File: config.mk
export PLATFORM = sky130hd
export DESIGN_NAME = lfu_key_value_cache
export DESIGN_NICKNAME = d
export VERILOG_FILES = /design/src/hw/rtl/lkv_pkg.sv /design/src/hw/rtl/lkv_store.sv /design/src/hw/rtl/lkv_scan.sv /design/src/hw/rtl/lfu_key_value_cache.sv
export SDC_FILE = /design/constraint.sdc
export NUM_CORES = 2
export LEC_CHECK = 0
export BUFFER_PORTS_ARGS = -buffer_cell sky130_fd_sc_hd__buf_2
export CAP_MARGIN = 40
export CELL_PAD_IN_SITES_DETAIL_PLACEMENT = 1
export CELL_PAD_IN_SITES_GLOBAL_PLACEMENT = 1
export CORE_ASPECT_RATIO = 0.8
export CORE_MARGIN = 4
export CORE_UTILIZATION = 50
export DETAILED_ROUTE_END_ITERATION = 12
export GPL_ROUTABILITY_DRIVEN = 1
export PLACE_DENSITY_LB_ADDON = 0.08
export SYNTH_ARGS = -nofsm -noshare
export SYNTH_HDL_FRONTEND = slang
export SYNTH_SLANG_ARGS = --single-unit
File: constraint.sdc
create_clock -name clk -period 18.42 [get_ports clk]
set_clock_uncertainty 0.05 [all_clocks]
set_input_delay 0.921 -clock clk [delete_from_list [all_inputs] [get_ports clk]]
set_output_delay 0.921 -clock clk [all_outputs]
set_load 0.05 [all_outputs]
File: src/hw/rtl/lkv_pkg.sv
// shared types and constants for the lfu key/value cache
// no dependencies; used by lkv_store, lkv_scan and lfu_key_value_cache
package lkv_pkg;

  localparam logic CMD_GET = 1'b0;
  localparam logic CMD_PUT = 1'b1;

  localparam int unsigned KEY_W   = 31;
  localparam int unsigned VAL_W   = 31;
  localparam int unsigned CNT_W   = 32;
  localparam int unsigned STAMP_W = 32;
  localparam int unsigned CAP_W   = 5;

  localparam logic [CAP_W-1:0]   CAP_RESET = 5'd16;
  localparam logic [CNT_W-1:0]   CNT_SAT   = 32'hFFFF_FFFF;
  localparam logic [STAMP_W-1:0] STAMP_SAT = 32'hFFFF_FFFF;

  typedef struct packed {
    logic             cmd;
    logic [KEY_W-1:0] lookup_key;
    logic [VAL_W-1:0] write_value;
  } req_t;

  typedef struct packed {
    logic             hit;
    logic [VAL_W-1:0] read_value;
    logic             evicted;
  } rsp_t;

  // one stored slot, valid flag kept apart in flops
  typedef struct packed {
    logic [KEY_W-1:0]   key;
    logic [VAL_W-1:0]   value;
    logic [CNT_W-1:0]   use_count;
    logic [STAMP_W-1:0] stamp;
  } entry_t;

  typedef struct packed {
    logic match_found;
    logic victim_found;
    logic free_found;
  } scan_flags_t;

endpackage

File: src/hw/rtl/lkv_store.sv
// slot memory (one read, one write port, registered read) plus valid flags
// depends on lkv_pkg
module lkv_store #(
  parameter int unsigned ENTRIES = 16,
  localparam int unsigned IDX_W = (ENTRIES > 1) ? $clog2(ENTRIES) : 1
) (
  input  logic               clk,
  input  logic               rst,
  input  logic               rd_en,
  input  logic [IDX_W-1:0]   rd_addr,
  output lkv_pkg::entry_t    rd_data,
  input  logic               wr_en,
  input  logic [IDX_W-1:0]   wr_addr,
  input  lkv_pkg::entry_t    wr_data,
  input  logic               vld_clr,
  input  logic [IDX_W-1:0]   vld_clr_idx,
  input  logic               vld_set,
  input  logic [IDX_W-1:0]   vld_set_idx,
  output logic [ENTRIES-1:0] valid
);

  lkv_pkg::entry_t    mem [ENTRIES];
  logic [ENTRIES-1:0] valid_next;

  always_ff @(posedge clk) begin
    if (wr_en) begin
      mem[wr_addr] <= wr_data;
    end
    if (rd_en) begin
      rd_data <= mem[rd_addr];
    end
  end

  // set after clear so a slot evicted and refilled at once ends valid
  always_comb begin
    valid_next = valid;
    if (vld_clr) begin
      valid_next[vld_clr_idx] = 1'b0;
    end
    if (vld_set) begin
      valid_next[vld_set_idx] = 1'b1;
    end
  end

  always_ff @(posedge clk) begin
    if (rst) begin
      valid <= '0;
    end else begin
      valid <= valid_next;
    end
  end

endmodule

File: src/hw/rtl/lkv_scan.sv
// per-slot compare during the sweep: key match, lfu victim, first free slot
// depends on lkv_pkg
module lkv_scan #(
  parameter int unsigned ENTRIES = 16,
  localparam int unsigned IDX_W = (ENTRIES > 1) ? $clog2(ENTRIES) : 1
) (
  input  logic                          clk,
  input  logic                          clear,
  input  logic                          in_valid,
  input  logic [IDX_W-1:0]              idx,
  input  logic                          slot_valid,
  input  lkv_pkg::entry_t               entry,
  input  logic [lkv_pkg::KEY_W-1:0]     key,
  output lkv_pkg::scan_flags_t          flags,
  output logic [IDX_W-1:0]              match_idx,
  output lkv_pkg::entry_t               match_entry,
  output logic [IDX_W-1:0]              victim_idx,
  output logic [IDX_W-1:0]              free_idx
);

  logic [lkv_pkg::CNT_W-1:0]   victim_cnt;
  logic [lkv_pkg::STAMP_W-1:0] victim_stamp;
  logic                        older;

  // strict compare keeps the lowest index on a full tie
  assign older = (entry.use_count < victim_cnt) ||
                 ((entry.use_count == victim_cnt) && (entry.stamp < victim_stamp));

  always_ff @(posedge clk) begin
    if (clear) begin
      flags <= '0;
    end else if (in_valid) begin
      if (slot_valid) begin
        if (!flags.match_found && (entry.key == key)) begin
          flags.match_found <= 1'b1;
          match_idx         <= idx;
          match_entry       <= entry;
        end
        if (!flags.victim_found || older) begin
          flags.victim_found <= 1'b1;
          victim_idx         <= idx;
          victim_cnt         <= entry.use_count;
          victim_stamp       <= entry.stamp;
        end
      end else if (!flags.free_found) begin
        flags.free_found <= 1'b1;
        free_idx         <= idx;
      end
    end
  end

endmodule

File: src/hw/rtl/lfu_key_value_cache.sv
// lfu key/value cache with oldest-stamp tiebreak, sweeping one slot per cycle
// one item at a time: busy is high from the accepting edge until done rises;
// the sweep reads each slot through the single read port of the slot memory,
// then drains and writes. with capacity 0 done is registered at the accepting edge
// reset: synchronous, clears valid flags, occupancy, access clock and
// capacity (to 16). results are strobed for one cycle; no stall from the receiver
module lfu_key_value_cache #(
  parameter int unsigned ENTRIES = 16
) (
  input  logic                        clk,
  input  logic                        rst,
  input  logic                        start,
  output logic                        busy,
  input  lkv_pkg::req_t               item,
  output logic                        done,
  output lkv_pkg::rsp_t               result,
  input  logic                        cfg_we,
  input  logic [lkv_pkg::CAP_W-1:0]   cfg_wdata
);

  localparam int unsigned IDX_W = (ENTRIES > 1) ? $clog2(ENTRIES) : 1;
  localparam int unsigned OCC_W = $clog2(ENTRIES + 1);
  localparam int unsigned CW    = (OCC_W > lkv_pkg::CAP_W) ? OCC_W : lkv_pkg::CAP_W;

  typedef enum logic [1:0] {
    IDLE,
    SCAN,
    DRAIN,
    WRITE
  } state_t;

  state_t                        state;
  logic [lkv_pkg::CAP_W-1:0]     capacity;
  logic [OCC_W-1:0]              occ;
  logic [lkv_pkg::STAMP_W-1:0]   access_clock;
  lkv_pkg::req_t                 req;
  logic [IDX_W-1:0]              rd_addr;
  logic [IDX_W-1:0]              rd_idx;
  logic                          rd_pend;

  logic [ENTRIES-1:0]            valid;
  lkv_pkg::entry_t               rd_data;
  logic                          wr_en;
  logic [IDX_W-1:0]              wr_addr;
  lkv_pkg::entry_t               wr_data;
  logic                          vld_clr;
  logic                          vld_set;
  logic [IDX_W-1:0]              ins_idx;

  lkv_pkg::scan_flags_t          flags;
  logic [IDX_W-1:0]              match_idx;
  lkv_pkg::entry_t               match_entry;
  logic [IDX_W-1:0]              victim_idx;
  logic [IDX_W-1:0]              free_idx;

  logic [CW-1:0]                 cap_ext;
  logic [CW-1:0]                 cap_lim;
  logic                          need_evict;
  logic                          do_evict;
  logic                          do_insert;
  logic                          accept;
  logic [lkv_pkg::STAMP_W-1:0]   clock_next;
  logic [lkv_pkg::CNT_W-1:0]     count_next;
  logic                          done_next;
  lkv_pkg::rsp_t                 result_next;

  assign busy   = (state != IDLE);
  assign accept = start && !busy;

  assign cap_ext = CW'(capacity);
  assign cap_lim = (cap_ext > CW'(ENTRIES)) ? CW'(ENTRIES) : cap_ext;

  assign clock_next = (access_clock == lkv_pkg::STAMP_SAT) ? access_clock
                                                           : access_clock + 1'b1;
  assign count_next = (match_entry.use_count == lkv_pkg::CNT_SAT)
                      ? match_entry.use_count : match_entry.use_count + 1'b1;

  assign need_evict = (CW'(occ) >= cap_lim);
  assign do_evict   = (req.cmd == lkv_pkg::CMD_PUT) && !flags.match_found &&
                      need_evict && flags.victim_found;
  // evicted slot joins the free pool, lowest index wins
  assign ins_idx    = (do_evict && (!flags.free_found || (victim_idx < free_idx)))
                      ? victim_idx : free_idx;
  assign do_insert  = (req.cmd == lkv_pkg::CMD_PUT) && !flags.match_found &&
                      (do_evict || flags.free_found);

  always_comb begin
    wr_en   = 1'b0;
    wr_addr = match_idx;
    wr_data = match_entry;
    vld_clr = 1'b0;
    vld_set = 1'b0;
    if (state == WRITE) begin
      if (flags.match_found) begin
        wr_en             = 1'b1;
        wr_data.use_count = count_next;
        wr_data.stamp     = clock_next;
        if (req.cmd == lkv_pkg::CMD_PUT) begin
          wr_data.value = req.write_value;
        end
      end else if (do_insert) begin
        wr_en             = 1'b1;
        wr_addr           = ins_idx;
        wr_data.key       = req.lookup_key;
        wr_data.value     = req.write_value;
        wr_data.use_count = lkv_pkg::CNT_W'(1);
        wr_data.stamp     = clock_next;
        vld_clr           = do_evict;
        vld_set           = 1'b1;
      end
    end
  end

  // result strobe: straight from idle when disabled, else at the end of the sweep
  always_comb begin
    done_next   = 1'b0;
    result_next = result;
    if (state == IDLE) begin
      if (accept && (cap_lim == '0)) begin
        done_next   = 1'b1;
        result_next = '0;
      end
    end else if (state == WRITE) begin
      done_next   = 1'b1;
      result_next = '0;
      if (flags.match_found) begin
        if (req.cmd == lkv_pkg::CMD_GET) begin
          result_next.hit        = 1'b1;
          result_next.read_value = match_entry.value;
        end
      end else if (do_insert) begin
        result_next.evicted = do_evict;
      end
    end
  end

  always_ff @(posedge clk) begin
    if (rst) begin
      state        <= IDLE;
      capacity     <= lkv_pkg::CAP_RESET;
      occ          <= '0;
      access_clock <= '0;
      done         <= 1'b0;
      rd_pend      <= 1'b0;
    end else begin
      if (cfg_we) begin
        capacity <= cfg_wdata;
      end
      done    <= done_next;
      result  <= result_next;
      rd_pend <= (state == SCAN);
      rd_idx  <= rd_addr;
      unique case (state)
        IDLE: begin
          if (accept) begin
            req     <= item;
            rd_addr <= '0;
            if (cap_lim != '0) begin
              state <= SCAN;
            end
          end
        end
        SCAN: begin
          rd_addr <= rd_addr + 1'b1;
          if (rd_addr == IDX_W'(ENTRIES - 1)) begin
            state <= DRAIN;
          end
        end
        DRAIN: begin
          state <= WRITE;
        end
        WRITE: begin
          state <= IDLE;
          if (flags.match_found) begin
            access_clock <= clock_next;
          end else if (do_insert) begin
            access_clock <= clock_next;
            if (!do_evict) begin
              occ <= occ + 1'b1;
            end
          end
        end
        default: begin
          state <= IDLE;
        end
      endcase
    end
  end

  lkv_store #(
    .ENTRIES(ENTRIES)
  ) u_store (
    .clk        (clk),
    .rst        (rst),
    .rd_en      (state == SCAN),
    .rd_addr    (rd_addr),
    .rd_data    (rd_data),
    .wr_en      (wr_en),
    .wr_addr    (wr_addr),
    .wr_data    (wr_data),
    .vld_clr    (vld_clr),
    .vld_clr_idx(victim_idx),
    .vld_set    (vld_set),
    .vld_set_idx(ins_idx),
    .valid      (valid)
  );

  lkv_scan #(
    .ENTRIES(ENTRIES)
  ) u_scan (
    .clk        (clk),
    .clear      (accept),
    .in_valid   (rd_pend),
    .idx        (rd_idx),
    .slot_valid (valid[rd_idx]),
    .entry      (rd_data),
    .key        (req.lookup_key),
    .flags      (flags),
    .match_idx  (match_idx),
    .match_entry(match_entry),
    .victim_idx (victim_idx),
    .free_idx   (free_idx)
  );

  // occupancy counter must track the valid flags exactly
  a_occ_matches_valid: assert property (@(posedge clk) disable iff (rst)
    $countones(valid) == int'(occ))
    else $error("occupancy count out of step with valid flags");

  a_done_when_idle: assert property (@(posedge clk) disable iff (rst)
    done |-> (state == IDLE))
    else $error("result strobed while busy");

  a_hit_no_evict: assert property (@(posedge clk) disable iff (rst)
    done && result.hit |-> !result.evicted && (result.read_value == $past(match_entry.value)))
    else $error("get hit with eviction or wrong value");

  a_insert_has_slot: assert property (@(posedge clk) disable iff (rst)
    (state == WRITE) && (req.cmd == lkv_pkg::CMD_PUT) && !flags.match_found
      |-> do_insert)
    else $error("put miss found no slot to fill");

  a_clock_advances: assert property (@(posedge clk) disable iff (rst)
    (state == WRITE) && wr_en && (access_clock != lkv_pkg::STAMP_SAT)
      |=> (access_clock == $past(access_clock) + 1'b1))
    else $error("access clock did not advance on a touch");

endmodule
==> metrics list <==
- Detailed placement finished with a half-perimeter wire length of between 100 and 150 mm.
* Standard-cell rows: 144
- Number of antenna violations at the first check in global routing: 14
- Number of synthesized register bits: approximately 2500
- Entering global routing, the biggest net connects 166 pins.
- The area growth from synthesis to layout is 12.9%.
- Switching part of the total power: 0.266
* Min-Delay Endpoint: req[57]$_DFFE_PP_
- The final layout contains between 5000 and 6000 nets.
- The clock period could shrink to between 6 and 7 ns.
- Summed over all layers, the routed wires come to roughly 260 mm.
* TritonCTS clock tree: yes
- Largest cells by area after synthesis: sky130_fd_sc_hd__edfxtp_1 (75%), sky130_fd_sc_hd__mux4_2 (5.9%), sky130_fd_sc_hd__mux2i_1 (4.0%)
- Slowest cell on the critical path: sky130_fd_sc_hd__buf_4
- The run finished with clean final reports.
* Total of cells resized after clock tree synthesis: 0
- Clock input transition at the sequential cells of the worst setup and hold paths: ~0.060 ns
- Internal power comes to 9.89 mW.
- Area share of xor/xnor cells in the synthesized design: 0.00788
- In this run the cell area of the synthesized design comes to about 100000 µm².
* Power Dens Cells: approximately 120 nW/µm²
* Required time of the critical path: 18.84 ns
* Setup slack, reg-to-reg: 12.23 ns
- Clock Root Buffer: sky130_fd_sc_hd__clkbuf_16
- The clock passes through at most 3 buffers.
- The biggest area contributor in the post-synthesis netlist is sky130_fd_sc_hd__edfxtp_1.
- Seq. cell area: between 70000 and 80000 µm²
- Of the total synthesized cell area, the portion taken by full adders, half adders and majority gates is 0.0101.
- Of the total synthesized cell area, the portion taken by AND, OR, NAND and NOR gates is 0.0314.
- Area taken by multi-input logic gates: between 20000 and 25000 µm²
* Part of the Yosys area used for sequential elements: 0.765
- Synthesized Nets: about 5500
* TritonCTS Sinks: about 2500
* First-pass GRT wire length: between 300 and 400 mm
- Clock insertion delay at the later pin of the skew report: 0.86 ns
- Pins Over Slew Limit: 0
- Kind of critical path: flip-flop to flip-flop
- The share of total power dissipated in the clock network is 0.352.
- Fin cells: between 8000 and 9000
- Max-cap violations in this run came to 0.
- The core region is 194000 µm².
- DRC violation count after routing: 0
- The number of cells on the worst reg-to-reg path is 15.
- The number of different library cells used by synthesis comes to 63.
- Fraction of the mapped netlist area in compound gates: 0.0542
- Number of global-route vias before repair: roughly 53000
* Y dimension of the die: 403 µm
* Gate Count Post-Synth: between 5000 and 6000
- Per-cell via count in the routed design: 6.18
- Count of endpoints failing hold in the final timing report: 0
- In this run the worst path has a maximum fanout of 46.
* Reg power frac: 0.494
- Detailed-route via count: ~52000
- Total of buffers placed on input and output ports: between 100 and 150
- Total overflow reported by the global router: 0
- Worst slew slack as a fraction of its limit: 0.135
- Average footprint of a synthesized cell: 18.3 µm²
* Unrepaired setup endpoints after global routing: no
- Dominant combinational cell family by area after synthesis: multiplexers
- Cell count after placement: 7929
- The path class of the tightest hold or removal check is input pin to flip-flop.
- H-tree depth: 4
* Global routing usage on met1: 0.398
* Number of synthesized flops with an enable pin: around 2400
- Final Cycle Share: 0.336
* Clock buffer count from CTS: 236
* Met3 usage: 0.0476
* Cts hold-fix bufs: 0
- Share of layout cells above drive strength 1: 0.185
- Count of nets left with antenna violations after detail routing: 0
- Die W: 502 µm
- For this design the static power due to leakage is 36.5 nW.
- Stage delay of the slowest cell on the critical path: around 0.75 ns
- Setup-violating endpoint count in the final report: 0
* Share of flip-flops with an asynchronous set or reset after synthesis: 0
- For this run, the number of Yosys warnings is 0.
- For this configuration, the core starts out at a cell density of 0.505.
- Across the VDD grid, the largest voltage drop is 0.103 mV.
- Critical Path Start Type: flip-flop
* Number of iterations in the first detailed-routing pass: 5
- STA puts the critical path data arrival time at between 6 and 7 ns.
- Primary flip-flop cell chosen by synthesis mapping: sky130_fd_sc_hd__edfxtp_1
* Global placement routability congestion: ~0.82
- For this design the total switching power over the nets is ~3.6 mW.
- Global routing's busiest layer: met1
- The worst hold path begins at item[57].
* Critical path endpoint category: flip-flop
* GR Util All Layers: 0.256
* Filler Cell Count: between 15000 and 20000
- The worst path meets setup with approximately 12 ns of slack.
- Detail-routed net length per standard cell: between 30 and 40 µm
- Area share of the largest cell type after synthesis: 0.752
* Met2 track demand over resource: 0.381
* DRC violation total after the first TritonRoute iteration: between 5000 and 6000
- Final setup TNS: 0 ns
- I/O pin count: between 100 and 150
- The worst register-to-register path begins at cap_ext[4]$_SDFFE_PP1P_.
* DIE AREA: roughly 200000 µm²
- Mux cell area share after synthesis: 0.118
* Worst r2r dst: u_store.mem[0][85]$_DFFE_PP_
- Setup repair bufs after CTS: 0
- Logic pwr share: 0.154
* Chain of cells forming the critical path: inv_1 > nand2_1 > ha_1 > nand2_1 > or2_1 > o211a_1 > nor2_4 > buf_4 > a31oi_1 > or2_2 > nor2_4 > buf_4 > buf_4 > buf_16 > buf_4
- For the pin with the worst max-slew slack, the measured transition is between 1 and 1.5 ns.
- Worst slack at placement: 12.29 ns
* Highest clock frequency the design can meet: 162 MHz
- Along the worst hold path, the cell count comes to 1.
* Crit path top cell by count: sky130_fd_sc_hd__buf_4
[registers in the layout, indices dropped and copies added, names as in the netlist, 4 cells and up]
name	cells
access_clock	32
cap_ext	5
occ	5
rd_addr	4
rd_idx	4
req	63
result	33
u_scan.free_idx	4
u_scan.match_entry	126
u_scan.match_idx	4
u_scan.victim_cnt	32
u_scan.victim_idx	4
u_scan.victim_stamp	32
u_store.mem	2016
u_store.rd_data	126
u_store.valid	16
[power groups by stage]
stage               Clock, mW  Sequential (mW)  Combinational, mW
finish                   4.75             6.65               2.08
global route             5.11             6.66               2.24
CTS                      4.84             6.65               2.08
detailed placement          0             6.76               2.07
global placement            0             6.76               1.99
floorplan                   0             6.76               1.27
[per-stage QoR]
stage | utilization | hold WS, ns | total power, mW | area [µm²]
after floorplan | - | 0.350 | 8.03 | 97800
after global placement | 0.526 | 0.351 | 8.75 | 102000
after detailed placement | 0.532 | 0.355 | 8.84 | 103000
after CTS | 0.570 | 0.116 | 13.6 | 110000
after global routing | 0.570 | 0.125 | 14.0 | 110000
final | 0.570 | 0.187 | 13.5 | 110000
[cell families (layout without fill, tap and decap cells)]
logic type / Yosys count / after routing
other: 0 / 1
AND/OR/NAND/NOR: 664 / 664
multiplexers: 809 / 809
AO/OA/AOI/OAI: 853 / 853
buffers and inverters: 336 / 807
flip-flops: 2513 / 2513
adder cells (fa/ha/maj): 79 / 79
XOR/XNOR: 88 / 88
[worst max path at each step]
stage / startpoint / to / slack, ns / depth (start not counted)
final: cap_ext[4]$_SDFFE_PP1P_ / u_store.mem[0][85]$_DFFE_PP_ / 12.23 / 15
after global routing: cap_ext[4]$_SDFFE_PP1P_ / u_store.mem[0][32]$_DFFE_PP_ / 11.98 / 15
after CTS: cap_ext[4]$_SDFFE_PP1P_ / u_store.mem[0][85]$_DFFE_PP_ / 12.26 / 15
after detailed placement: cap_ext[4]$_SDFFE_PP1P_ / u_store.mem[0][89]$_DFFE_PP_ / 12.29 / 15
after global placement: cap_ext[4]$_SDFFE_PP1P_ / u_store.mem[9][64]$_DFFE_PP_ / 11.80 / 13
after floorplan: start / u_scan.match_entry[0]$_DFFE_PP_ / 3.70 / 3
[worst max-delay path: cells and delay by family, from the launching register on]
kind | cells | cell delay, ns
compound gates | 2 | 0.66
buf+inv | 6 | 2.92
flops | 1 | 0.34
fa+ha+maj | 1 | 0.29
simple gates | 6 | 1.42
[area by class of cell]
| cell class | instances | share of cell area |
|---|---|---|
| Timing Repair Buffer | 288 | 0.0243 |
| Clock inverter | 141 | 0.0111 |
| Multi-Input combinational cell | 2493 | 0.198 |
| Clock buffer | 296 | 0.0563 |
| Tap cell | 2555 | 0.0290 |
| Sequential cell | 2513 | 0.678 |
| Inverter | 82 | 0.00279 |
| Antenna cell | 1 | 0.0000227 |
[synthesized netlist by cell type (2+ instances only)]
master	n
sky130_fd_sc_hd__a211oi_1	8
sky130_fd_sc_hd__a21o_1	19
sky130_fd_sc_hd__a21oi_1	180
sky130_fd_sc_hd__a221oi_1	126
sky130_fd_sc_hd__a22oi_1	126
sky130_fd_sc_hd__a311oi_1	2
sky130_fd_sc_hd__a31o_2	4
sky130_fd_sc_hd__a31oi_1	9
sky130_fd_sc_hd__and2_1	41
sky130_fd_sc_hd__and3_1	10
sky130_fd_sc_hd__and4_1	12
sky130_fd_sc_hd__buf_1	48
sky130_fd_sc_hd__buf_2	50
sky130_fd_sc_hd__clkbuf_1	156
sky130_fd_sc_hd__dfxtp_1	65
sky130_fd_sc_hd__edfxtp_1	2448
sky130_fd_sc_hd__ha_1	79
sky130_fd_sc_hd__inv_1	82
sky130_fd_sc_hd__mux2_2	160
sky130_fd_sc_hd__mux2i_1	393
sky130_fd_sc_hd__mux4_2	256
sky130_fd_sc_hd__nand2_1	330
sky130_fd_sc_hd__nand2b_1	11
sky130_fd_sc_hd__nand3_1	63
sky130_fd_sc_hd__nand3b_1	2
sky130_fd_sc_hd__nand4_1	31
sky130_fd_sc_hd__nor2_1	93
sky130_fd_sc_hd__nor2b_1	4
sky130_fd_sc_hd__nor3_1	24
sky130_fd_sc_hd__nor4_1	15
sky130_fd_sc_hd__o211ai_1	13
sky130_fd_sc_hd__o21a_1	3
sky130_fd_sc_hd__o21ai_0	331
sky130_fd_sc_hd__o21ai_1	5
sky130_fd_sc_hd__o31a_1	3
sky130_fd_sc_hd__o31ai_1	11
sky130_fd_sc_hd__or2_2	8
sky130_fd_sc_hd__or3_1	7
sky130_fd_sc_hd__or4_1	4
sky130_fd_sc_hd__xnor2_1	24
sky130_fd_sc_hd__xor2_1	64
[layout by cell type (no fill, tap or decap), types with 13 or more instances in the layout]
cell type                      n
sky130_fd_sc_hd__clkinv_1     71
sky130_fd_sc_hd__clkinv_2     37
sky130_fd_sc_hd__dfxtp_1      65
sky130_fd_sc_hd__o21ai_0     317
sky130_fd_sc_hd__nand3_1      63
sky130_fd_sc_hd__buf_16       22
sky130_fd_sc_hd__a21o_1       19
sky130_fd_sc_hd__nor4_1       13
sky130_fd_sc_hd__o21ai_1      16
sky130_fd_sc_hd__nand2_1     328
sky130_fd_sc_hd__buf_4       128
sky130_fd_sc_hd__mux2i_1     390
sky130_fd_sc_hd__and2_1       40
sky130_fd_sc_hd__ha_1         78
sky130_fd_sc_hd__clkbuf_1     56
sky130_fd_sc_hd__nand4_1      31
sky130_fd_sc_hd__xor2_1       64
sky130_fd_sc_hd__o211ai_1     13
sky130_fd_sc_hd__mux4_2      256
sky130_fd_sc_hd__edfxtp_1   2448
sky130_fd_sc_hd__nor2_1       75
sky130_fd_sc_hd__a22oi_1     126
sky130_fd_sc_hd__a21oi_1     179
sky130_fd_sc_hd__buf_2       106
sky130_fd_sc_hd__bufinv_16    19
sky130_fd_sc_hd__clkbuf_16   240
sky130_fd_sc_hd__inv_1        82
sky130_fd_sc_hd__mux2_2      160
sky130_fd_sc_hd__a221oi_1    126
sky130_fd_sc_hd__nor2_4       19
sky130_fd_sc_hd__nor3_1       24
sky130_fd_sc_hd__buf_12       25
sky130_fd_sc_hd__xnor2_1      24
[layer usage]
layer	wire, µm	vias up
met3	19400	329
met5	0	-
met2	116000	1855
met4	5210	0
li1	-	22006
met1	118000	27510
Power figures use the tool's default switching activity.
